### src/hw/rtl/hrr_pkg.sv
package hrr_pkg;

  localparam int SAMPLE_W            = 16;
  localparam int STEP_W              = 23;
  localparam int STEP_FRAC           = 20;
  localparam int FRAC_W              = 16;
  localparam int HIST_N              = 8;
  localparam int MAX_RES             = 4;
  localparam int T_W                 = 22;
  localparam int CHANNELS_DEF        = 2;
  localparam int PHASE_FRAC_BITS_DEF = 20;
  localparam int QUEUE_DEPTH_DEF     = 4;

  localparam logic [STEP_W-1:0] STEP_MIN = 23'd262144;
  localparam logic [STEP_W-1:0] STEP_MAX = 23'd4194304;

  localparam logic signed [SAMPLE_W-1:0] SAT_HI = 16'sh7fff;
  localparam logic signed [SAMPLE_W-1:0] SAT_LO = 16'sh8000;

  typedef logic [HIST_N-1:0][SAMPLE_W-1:0] hist_t;

  typedef struct packed {
    hist_t             hist;
    logic              last;
    logic [FRAC_W-1:0] frac;
  } job_t;

endpackage

### src/hw/rtl/hrr_front.sv
module hrr_front #(
  parameter int CHANNELS        = hrr_pkg::CHANNELS_DEF,
  parameter int PHASE_FRAC_BITS = hrr_pkg::PHASE_FRAC_BITS_DEF
) (
  input  logic                             clk,
  input  logic                             rst,
  input  logic                             in_valid,
  output logic                             in_ready,
  input  logic [hrr_pkg::SAMPLE_W-1:0]     sample_left,
  input  logic [hrr_pkg::SAMPLE_W-1:0]     sample_right,
  input  logic [hrr_pkg::STEP_W-1:0]       step,
  output logic                             push,
  output hrr_pkg::job_t                    job,
  input  logic                             full
);
  import hrr_pkg::*;

  localparam int PW  = PHASE_FRAC_BITS + 4;
  localparam int SHL = (PHASE_FRAC_BITS >= STEP_FRAC) ? PHASE_FRAC_BITS - STEP_FRAC : 0;
  localparam int SHR = (PHASE_FRAC_BITS >= STEP_FRAC) ? 0 : STEP_FRAC - PHASE_FRAC_BITS;
  localparam logic [PW-1:0] ONE = PW'(1) << PHASE_FRAC_BITS;

  typedef enum logic [1:0] {
    F_IDLE = 2'b01,
    F_EMIT = 2'b10
  } fstate_t;

  fstate_t          state;
  hist_t            hist;
  logic [PW-1:0]    phase;
  logic [PW-1:0]    step_q;
  logic [2:0]       cnt;
  logic [1:0]       frames_seen;

  logic [STEP_W-1:0]   step_sat;
  logic [PW-1:0]       step_calc;
  logic [PW-1:0]       phase_sum;
  logic                go;
  logic [SAMPLE_W-1:0] right_in;

  always_comb begin
    if (step < STEP_MIN) begin
      step_sat = STEP_MIN;
    end else if (step > STEP_MAX) begin
      step_sat = STEP_MAX;
    end else begin
      step_sat = step;
    end
    if (PHASE_FRAC_BITS >= STEP_FRAC) begin
      step_calc = PW'(step_sat) << SHL;
    end else begin
      step_calc = PW'(step_sat >> SHR);
    end
  end

  assign right_in  = (CHANNELS > 1) ? sample_right : '0;
  assign in_ready  = (state == F_IDLE);
  assign phase_sum = phase + step_q;
  assign go        = (phase < ONE) && (cnt < 3'(MAX_RES));
  assign push      = (state == F_EMIT) && go && !full;

  always_comb begin
    job.hist = hist;
    job.frac = phase[PHASE_FRAC_BITS-1 -: FRAC_W];
    job.last = (phase_sum >= ONE) || (cnt == 3'(MAX_RES - 1));
  end

  always_ff @(posedge clk) begin
    if (rst) begin
      state       <= F_IDLE;
      hist        <= '0;
      phase       <= '0;
      step_q      <= '0;
      cnt         <= '0;
      frames_seen <= '0;
    end else begin
      case (state)
        F_IDLE: begin
          if (in_valid) begin
            hist   <= {right_in, sample_left, hist[HIST_N-1:2]};
            step_q <= step_calc;
            cnt    <= '0;
            if (frames_seen < 2'd2) begin
              frames_seen <= frames_seen + 2'd1;
            end else begin
              frames_seen <= 2'd3;
              state       <= F_EMIT;
            end
          end
        end
        F_EMIT: begin
          if (go) begin
            if (!full) begin
              phase <= phase_sum;
              cnt   <= cnt + 3'd1;
            end
          end else begin
            phase <= (phase >= ONE) ? phase - ONE : '0;
            state <= F_IDLE;
          end
        end
        default: state <= F_IDLE;
      endcase
    end
  end

endmodule

### src/hw/rtl/hrr_queue.sv
module hrr_queue #(
  parameter int DEPTH = hrr_pkg::QUEUE_DEPTH_DEF
) (
  input  logic          clk,
  input  logic          rst,
  input  logic          push,
  input  hrr_pkg::job_t wr_job,
  output logic          full,
  input  logic          pop,
  output logic          valid,
  output hrr_pkg::job_t rd_job
);
  import hrr_pkg::*;

  localparam int PTR_W = (DEPTH > 1) ? $clog2(DEPTH) : 1;

  job_t               mem [DEPTH];
  logic [PTR_W-1:0]   wr_ptr;
  logic [PTR_W-1:0]   rd_ptr;
  logic [PTR_W:0]     count;

  assign full   = (count == (PTR_W+1)'(DEPTH));
  assign valid  = (count != '0);
  assign rd_job = mem[rd_ptr];

  always_ff @(posedge clk) begin
    if (push) begin
      mem[wr_ptr] <= wr_job;
    end
  end

  always_ff @(posedge clk) begin
    if (rst) begin
      wr_ptr <= '0;
      rd_ptr <= '0;
      count  <= '0;
    end else begin
      if (push) begin
        wr_ptr <= (wr_ptr == PTR_W'(DEPTH - 1)) ? '0 : wr_ptr + PTR_W'(1);
      end
      if (pop) begin
        rd_ptr <= (rd_ptr == PTR_W'(DEPTH - 1)) ? '0 : rd_ptr + PTR_W'(1);
      end
      if (push && !pop) begin
        count <= count + (PTR_W+1)'(1);
      end else if (pop && !push) begin
        count <= count - (PTR_W+1)'(1);
      end
    end
  end

endmodule

### src/hw/rtl/hrr_back.sv
module hrr_back #(
  parameter int CHANNELS = hrr_pkg::CHANNELS_DEF
) (
  input  logic                          clk,
  input  logic                          rst,
  input  logic                          job_valid,
  input  hrr_pkg::job_t                 job_in,
  output logic                          pop,
  output logic                          out_valid,
  input  logic                          out_ready,
  output logic [hrr_pkg::SAMPLE_W-1:0]  out_left,
  output logic [hrr_pkg::SAMPLE_W-1:0]  out_right,
  output logic                          run_end
);
  import hrr_pkg::*;

  localparam int CH_W   = (CHANNELS > 1) ? $clog2(CHANNELS) : 1;
  localparam int PROD_W = T_W + FRAC_W + 1;
  localparam int S_W    = T_W + 1;

  typedef enum logic [4:0] {
    B_IDLE = 5'b00001,
    B_COEF = 5'b00010,
    B_MUL  = 5'b00100,
    B_FIN  = 5'b01000,
    B_DONE = 5'b10000
  } bstate_t;

  bstate_t                    state;
  job_t                       job;
  logic [CH_W-1:0]            ch;
  logic [1:0]                 k;
  logic signed [T_W-1:0]      coef_a;
  logic signed [T_W-1:0]      coef_b;
  logic signed [T_W-1:0]      coef_c;
  logic signed [SAMPLE_W-1:0] x0;
  logic signed [PROD_W-1:0]   prod;
  logic [1:0][SAMPLE_W-1:0]   res;

  logic signed [T_W-1:0]      em1, e0, e1, e2;
  logic signed [T_W-1:0]      fl;
  logic signed [T_W-1:0]      mul_in;
  logic signed [FRAC_W:0]     frac_s;
  logic signed [PROD_W-1:0]   prod_calc;
  logic signed [S_W-1:0]      sum_s;
  logic signed [S_W-1:0]      rnd;
  logic signed [S_W-1:0]      half;
  logic [SAMPLE_W-1:0]        y;

  always_comb begin
    em1 = T_W'($signed(job.hist[3'(ch)]));
    e0  = T_W'($signed(job.hist[3'(ch) + 3'd2]));
    e1  = T_W'($signed(job.hist[3'(ch) + 3'd4]));
    e2  = T_W'($signed(job.hist[3'(ch) + 3'd6]));
  end

  assign fl     = $signed(prod[FRAC_W +: T_W]);
  assign frac_s = $signed({1'b0, job.frac});

  always_comb begin
    case (k)
      2'd0:    mul_in = coef_c;
      2'd1:    mul_in = fl + coef_b;
      default: mul_in = fl + coef_a;
    endcase
  end

  assign prod_calc = mul_in * frac_s;

  always_comb begin
    sum_s = S_W'(fl) + S_W'(x0) + S_W'(x0);
    rnd   = sum_s + $signed({{(S_W-1){1'b0}}, sum_s[S_W-1]});
    half  = rnd >>> 1;
    if (half > S_W'(SAT_HI)) begin
      y = SAT_HI;
    end else if (half < S_W'(SAT_LO)) begin
      y = SAT_LO;
    end else begin
      y = half[SAMPLE_W-1:0];
    end
  end

  assign pop = (state == B_IDLE) && job_valid;

  always_ff @(posedge clk) begin
    if (rst) begin
      state     <= B_IDLE;
      ch        <= '0;
      k         <= '0;
      out_valid <= 1'b0;
    end else begin
      if (out_valid && out_ready && state != B_DONE) begin
        out_valid <= 1'b0;
      end
      case (state)
        B_IDLE: begin
          if (job_valid) begin
            job   <= job_in;
            res   <= '0;
            ch    <= '0;
            state <= B_COEF;
          end
        end
        B_COEF: begin
          coef_a <= e1 - em1;
          coef_b <= (em1 <<< 1) - (e0 <<< 2) - e0 + (e1 <<< 2) - e2;
          coef_c <= e2 - em1 + ((e0 - e1) <<< 1) + (e0 - e1);
          x0     <= e0[SAMPLE_W-1:0];
          k      <= '0;
          state  <= B_MUL;
        end
        B_MUL: begin
          prod <= prod_calc;
          k    <= k + 2'd1;
          if (k == 2'd2) begin
            state <= B_FIN;
          end
        end
        B_FIN: begin
          res[ch] <= y;
          if (ch == CH_W'(CHANNELS - 1)) begin
            state <= B_DONE;
          end else begin
            ch    <= ch + CH_W'(1);
            state <= B_COEF;
          end
        end
        B_DONE: begin
          if (!out_valid || out_ready) begin
            out_valid <= 1'b1;
            out_left  <= res[0];
            out_right <= (CHANNELS > 1) ? res[1] : '0;
            run_end   <= job.last;
            state     <= B_IDLE;
          end
        end
        default: state <= B_IDLE;
      endcase
    end
  end

endmodule

### src/hw/rtl/hermite_rate_resampler.sv
// The interpolator uses one shared multiplier that runs three Horner steps per channel,
// and takes a new job from the queue only after the last result is in the output register.
// The input side takes each of the first two frames while it primes the history, and
// after that stays busy with each frame until its results are pushed; a full queue stalls it.
// Synchronous reset clears the history to zero, the phase, the queue and the output valid flag.
module hermite_rate_resampler #(
  parameter int CHANNELS        = hrr_pkg::CHANNELS_DEF,
  parameter int PHASE_FRAC_BITS = hrr_pkg::PHASE_FRAC_BITS_DEF,
  parameter int QUEUE_DEPTH     = hrr_pkg::QUEUE_DEPTH_DEF
) (
  input  logic        clk,
  input  logic        rst,
  input  logic        s_tvalid,
  output logic        s_tready,
  input  logic [55:0] s_tdata,   // sample_left, sample_right, step, zero pad
  output logic        m_tvalid,
  input  logic        m_tready,
  output logic [31:0] m_tdata,   // out_left, out_right
  output logic        m_tlast
);
  import hrr_pkg::*;

  logic  push;
  logic  full;
  logic  pop;
  logic  job_valid;
  job_t  wr_job;
  job_t  rd_job;

  hrr_front #(
    .CHANNELS        (CHANNELS),
    .PHASE_FRAC_BITS (PHASE_FRAC_BITS)
  ) u_front (
    .clk          (clk),
    .rst          (rst),
    .in_valid     (s_tvalid),
    .in_ready     (s_tready),
    .sample_left  (s_tdata[15:0]),
    .sample_right (s_tdata[31:16]),
    .step         (s_tdata[54:32]),
    .push         (push),
    .job          (wr_job),
    .full         (full)
  );

  hrr_queue #(
    .DEPTH (QUEUE_DEPTH)
  ) u_queue (
    .clk    (clk),
    .rst    (rst),
    .push   (push),
    .wr_job (wr_job),
    .full   (full),
    .pop    (pop),
    .valid  (job_valid),
    .rd_job (rd_job)
  );

  hrr_back #(
    .CHANNELS (CHANNELS)
  ) u_back (
    .clk       (clk),
    .rst       (rst),
    .job_valid (job_valid),
    .job_in    (rd_job),
    .pop       (pop),
    .out_valid (m_tvalid),
    .out_ready (m_tready),
    .out_left  (m_tdata[15:0]),
    .out_right (m_tdata[31:16]),
    .run_end   (m_tlast)
  );

endmodule

### config.mk
export PLATFORM = sky130hd
export DESIGN_NAME = hermite_rate_resampler
export DESIGN_NICKNAME = d
export VERILOG_FILES = /design/src/hw/rtl/hrr_pkg.sv /design/src/hw/rtl/hrr_front.sv /design/src/hw/rtl/hrr_queue.sv /design/src/hw/rtl/hrr_back.sv /design/src/hw/rtl/hermite_rate_resampler.sv
export SDC_FILE = /design/constraint.sdc
export NUM_CORES = 2
export LEC_CHECK = 0
export ABC_AREA = 0
export BUFFER_PORTS_ARGS = -buffer_cell sky130_fd_sc_hd__buf_2
export CAP_MARGIN = 20
export CORE_MARGIN = 2
export CORE_UTILIZATION = 60
export CTS_BUF_LIST = sky130_fd_sc_hd__clkbuf_4
export DETAILED_ROUTE_END_ITERATION = 10
export PLACE_DENSITY = 0.8
export SLEW_MARGIN = 20
export SYNTH_ARGS = -nofsm -noshare
export SYNTH_HDL_FRONTEND = slang
export SYNTH_SLANG_ARGS = --single-unit
### constraint.sdc
create_clock -name clk -period 8.8 [get_ports clk]
set_clock_uncertainty 0.05 [all_clocks]
set_input_delay 0 -clock clk [delete_from_list [all_inputs] [get_ports clk]]
set_output_delay 0 -clock clk [all_outputs]
set_load 0.02 [all_outputs]
# After elaboration in Yosys (flattened, before gate mapping)
# Memories as Yosys holds them, arrays and structs flattened. A register that Yosys moved wholly into a read port is not among the register bits.
# Cells that the tools add are included.
[classes]
muxes = 48
n_bitwise = 1
n_reduce_logical = 32
addsub = 27
order_cmp = 15
n_eq_ne = 23
mul = 1
[ops]
columns = ["op", "count"]
rows = [
  ["binary-select mux 16 bit (select 3 bit)", 3],
  ["two-way mux 16 bit", 8],
  ["adder 22 bit", 4],
  ["two-way mux 24 bit", 3],
  ["case mux 32 bit (2 select lines)", 1],
  ["subtractor 16 x 16 -> 17 bit", 3],
  [">= comparator 24 x 21 -> 1 bit, second input constant", 2],
  ["two-way mux 23 bit", 2],
  ["case mux 22 bit (2 select lines)", 1],
  ["multiplier 22 x 17 -> 38 bit", 1],
  ["bitwise mux 32 bit", 1],
  ["two-way mux 32 bit", 1],
  ["case mux 5 bit (5 select lines)", 1],
  ["adder 24 x 23 -> 24 bit", 1],
  ["less-than comparator 24 x 21 -> 1 bit, second input constant", 1],
  ["subtractor 24 x 21 -> 24 bit, second input constant", 1],
  ["adder 22 x 16 -> 23 bit", 1],
  ["adder 23 x 16 -> 23 bit", 1],
  ["adder 23 x 2 -> 23 bit", 1],
  ["> comparator 23 bit, second input constant", 1],
  ["less-than comparator 23 x 19 -> 1 bit, second input constant", 1],
  ["adder 22 x 18 -> 22 bit", 1],
  ["> comparator 22 x 16 -> 1 bit, second input constant", 1],
  ["less-than comparator 22 x 16 -> 1 bit, second input constant", 1],
  ["other kinds (46)", 105],
]
[totals]
mem_bits_rw = 580
memories = 1
register_bits = 383
[mem_list]
columns = ["name", "words", "width", "read_ports", "rd_ports_with_merged_regs", "write_ports", "line_no", "text"]
rows = [
  ["u_queue.mem", 4, 145, 1, 1, 1, "hrr_queue.sv:17", "job_t mem [DEPTH];"],
]

# Depth between registers and ports, before layout
[depth]
ltp_word = 8
mapped_depth = 42
depth_no_buf = 40

# By module
# From an unflattened synthesis, not the netlist that was laid out.
[hier_totals]
hier_cells = 4679
area_unflattened_um2 = 60182.7
[modules_own_cells]
columns = ["mod", "n_inst", "seq_area_each_um2", "cells_per_inst", "area_each_um2"]
rows = [
  ["hrr_back", 1, 9399.0, 2925, 31217.4],
  ["hrr_queue", 1, 17596.9, 801, 21331.7],
  ["hrr_front", 1, 3643.5, 953, 7633.6],
]

# Least setup slack after synthesis
# No wires, ideal clock.
[synth_path]
path_kind = "flip-flop to flip-flop"
start = "reg u_back.k[1]"
end = "reg u_back.prod[37] (data pin)"
required_time_ns = 8.490
path_slack_ns = -0.725
arrival_time_ns = 9.215
synth_period_minus_slack_ns = 9.525
path_stages_with_launch = 39
path_cell_list = "dfxtp_1 inv_1 ha_1 buf_1 mux2_2 ha_1 inv_1 fa_1 nor2b_1 o21ai_0 a21oi_1 o21ai_0 a21boi_0 o2111ai_1 a31oi_1 xnor2_1 o21ai_0 clkbuf_1 [3 not listed] fa_1 inv_1 fa_1 inv_1 fa_1 inv_1 fa_1 ha_1 o21a_1 nor2_1 nor2_1 and4_1 o31ai_1 a211oi_1 or3_1 a221oi_1 o21ai_0 xnor2_1"
[synth_via]
elab_chain_cells = 3
elab_cells_between_ends = 4
[synth_lines]
columns = ["item", "line_no", "text"]
rows = [
  ["start: declaration", "hrr_back.sv:32", "logic [1:0] k;"],
  ["start signal: assignment", "hrr_back.sv:114", "k <= k + 2'd1;"],
  ["equality test 2 x 1 -> 1 bit or zero test 2 bit (tied branches)", "hrr_back.sv:61", "case (k)"],
  ["case mux 22 bit (2 select lines) *", "hrr_back.sv:61", ""],
  ["multiplier 22 x 17 -> 38 bit *", "hrr_back.sv:68", "assign prod_calc = mul_in * frac_s;"],
  ["named net u_back.prod_calc[37]", "hrr_back.sv:44", "logic signed [PROD_W-1:0] prod_calc;"],
  ["end signal: assignment", "hrr_back.sv:113", "prod <= prod_calc;"],
  ["end: declaration", "hrr_back.sv:37", "logic signed [PROD_W-1:0] prod;"],
]
# The timed path passes the listed nets; every way through them passes the cells marked *.
# A chain may end at the register's enable or synchronous reset.

# Final worst setup path
[layout_path]
start = "reg u_back.k[1]"
end = "reg u_back.prod[32] (data pin)"
# Same word-level chain as after synthesis.

==> summary.txt <==
Critical path
  – R2r startpoint: u_back.k[1]$_SDFFE_PP0P_
  – Arrival time worst endpoint: roughly 9.7 ns
  – Startpoint type of the worst setup path: flop
  – Most frequent CP cell: fa_1
  – Crit Path Class: reg -> reg
  – Register-to-Register Path Depth: 41
  – Worst Path Max Fanout: 6
  – Crit path max-delay cell type: fa_1
  – R2R Setup Slk: -0.10 ns
  – Worst setup EP type: flop
  – CP Data Required Time: around 9.6 ns
  – Reg-to-reg endpoint: u_back.prod[32]$_DFFE_PP_
  – CP max stage delay: between 0.5 and 0.6 ns

Worst hold path
  – Endpoint with the worst hold slack: u_front.job[131]$_SDFFE_PP0P_
  – Worst min path class: in -> reg
  – Min-delay src: s_tdata[18]
  – Cells on Worst Hold Path: 5

Synth
  – Synth Area in Compound Gates: 0.0735
  – Yosys cell types: 99
  – Syn avg cell area: 12.5 µm²
  – Yosys reg bits: around 1100
  – Synthesized instance count: about 4900
  – Post-synth EDFFs: just under 900
  – FFs w/ async S/R, synth: 0
  – Synth Warn #: 0
  – Sequential area share after synthesis: 0.502
  – Post-synthesis mux area share: 0.0685
  – Adder-cell share of the synthesized area: 0.187
  – Post-Synth Simple-Gate Area: 0.0938
  – Largest family of logic cells by synthesized area: adder cells
  – Cell area after synthesis: about 61000 µm²
  – Synth Area in XOR/XNOR: 0.0258
  – Most frequently used flop master after synthesis: edfxtp_1
  – Post-Syn Nets: ~5600

Routing
  – Total Wirelength: ~150 mm
  – Via count: between 40000 and 50000
  – Detailed Routing Iterations Pass 1: 7
  – Antenna Nets Post-Route: 0
  – Wire per inst: around 21 µm
  – Iter 0 DRT Violations: between 3000 and 4000
  – Avg Vias per Cell: between 5 and 6
  – Residual DRC: 0

Global route
  – First-pass GRT wire length: 237 mm
  – GRT overflow: 0
  – Total GRT Usage: 0.297
  – Vias in the first global route: approximately 44000
  – Largest net degree at the start of global routing: about 130
  – Initial antenna violation count: 7

Run status
  – Failing checks: setup timing
  – Outcome: finished with violations

Floorplan
  – Row count: between 100 and 150
  – Die X: between 300 and 400 µm
  – Die Height: between 300 and 400 µm
  – Ports: 95
  – Die area: about 100000 µm²
  – Starting density of the core: 0.608
  – Total core area: 100000 µm²

CTS
  – Root buffer cell: clkbuf_4
  – CTS tree: built
  – Worst-path clk slew: roughly 0.080 ns
  – Clock latency on the worst-skew pair: between 1 and 1.5 ns
  – H-tree Lvls: 5
  – Clock Sinks: roughly 1100
  – Num CTS Buffers: roughly 290
  – Clock tree buffer depth: 4

Finish
  – Most frequent cells in the layout: 889 x edfxtp_1, 600 x nand2_1, 579 x inv_1, 409 x clkbuf_4, 389 x fa_1
  – Fillers: around 6600
  – Area growth syn-to-layout: 14.9%
  – Fraction of layout cells with a size suffix above 1: 0.182
  – Area of the multi-input gates: ~28000 µm²
  – # nets final: ~6200
  – FF/Latch Area: 30700 µm²
  – Commonest non-fill, non-tap cell in the layout: edfxtp_1
  – Design Area, Final: around 70000 µm²

STA
  – Worst slew pin tran: roughly 1.1 ns
  – Slew Limit Fails: 0
  – Unrepaired setup endpoints after global routing: true
  – Final hold violation count: 0
  – Setup ws final: -0.104 ns
  – Final worst path period need: 8.90 ns
  – Crit share post-route: 1.01
  – Fmax: about 0.11 GHz
  – Final setup vio count: 7
  – Final Hold Slack: about 0.26 ns
  – Slew HR: 0.260

Run
  – Max-Cap Viols: 0

Placed design
  – HPWL after DPL: approximately 95 mm
  – Final GP Congestion: roughly 0.91
  – IO Port Bufs: just over 90
  – Placed instance area: between 60000 and 70000 µm²
-- layout make-up --
type                       count  share of cell area
antenna                       10            0.000357
clock buffer                 409              0.0438
clock inverter                86             0.00685
inverter                     586              0.0314
multi-input combinational   3017               0.398
sequential                  1087               0.438
tap                         1357              0.0242
timing repair buffer         480              0.0574
-- worst max-delay path, delay by kind of cell (launching register included) --
kind	cells	cell delay (ns)
AO/OA/AOI/OAI	14	2.41
XOR/XNOR	2	0.20
adder cells (fa/ha/maj)	9	3.97
buffers and inverters	11	1.14
flip-flops	1	0.35
multiplexers	1	0.21
AND/OR/NAND/NOR	4	0.32
-- worst max-delay path by stage --
stage	cells after the start	from	to	slack (ns)
after floorplan	33	u_back.k[1]$_SDFFE_PP0P_	u_back.prod[36]$_DFFE_PP_	0.009
after detailed placement	37	u_back.k[1]$_SDFFE_PP0P_	u_back.prod[36]$_DFFE_PP_	-0.47
after CTS	39	u_back.k[1]$_SDFFE_PP0P_	u_back.prod[32]$_DFFE_PP_	0.009
after global placement	37	u_back.k[1]$_SDFFE_PP0P_	u_back.prod[36]$_DFFE_PP_	-0.35
final	41	u_back.k[1]$_SDFFE_PP0P_	u_back.prod[32]$_DFFE_PP_	-0.10
after global routing	41	u_back.k[1]$_SDFFE_PP0P_	u_back.prod[32]$_DFFE_PP_	-0.39
-- metrics by stage --
step                      utilization  TNS, ns  setup WS, ns  std cells
final                           0.698   -0.269        -0.104       7032
after global placement          0.637    -1.56        -0.346       6300
after detailed placement        0.637    -3.61        -0.469       6300
after CTS                       0.693        0       0.00895       6998
after floorplan                     -        0       0.00857       4877
after global routing            0.698    -4.06        -0.387       7028
-- Yosys cell counts, types with 102 or more instances --
master / instances / area share
edfxtp_1: 889 / 0.44
nand2_1: 604 / 0.037
inv_1: 586 / 0.036
fa_1: 395 / 0.13
ha_1: 280 / 0.057
a21oi_1: 262 / 0.021
dfxtp_1: 198 / 0.065
nor2_1: 189 / 0.012
and2_1: 154 / 0.016
clkbuf_1: 149 / 0.0092
mux4_2: 145 / 0.054
xnor2_1: 120 / 0.017
o21ai_0: 102 / 0.0084
-- flip-flops by register name, summed over array words and instances (netlist names), 17 cells and up --
name / cells
u_back.coef_c: 22
u_back.prod: 22
u_back.job: 129
u_back.coef_a: 17
u_front.phase: 24
u_queue.mem: 580
u_front.job: 128
u_front.step_q: 23
u_back.res: 32
u_back.coef_b: 22
-- kinds of logic after synthesis --
group,Yosys count
simple gates,1246
flops,1087
buf+inv,774
compound gates,683
fa+ha+maj,677
mux,234
xor+xnor,176
-- timing repair --
action | CTS | global route
hold buffers | 200 | 0
endpoints found under the setup margin | 17 | 18
setup buffers | 2 | 24
resized for setup | 24 | 55
gates cloned | 1 | 0
endpoints found under the hold margin | 297 | 0
pin swaps | 11 | 49
-- layer usage --
metal,wire length [µm],track usage,vias to the layer above
met5,40,0,-
li1,-,-,18400
met4,7500,0.159,2
met1,57200,0.367,20200
met3,11300,0.0535,506
met2,74100,0.498,2007
Power is left out: the tool's default activity adds up to more than one toggle a clock period on the data nets, which glitch-free logic cannot reach.
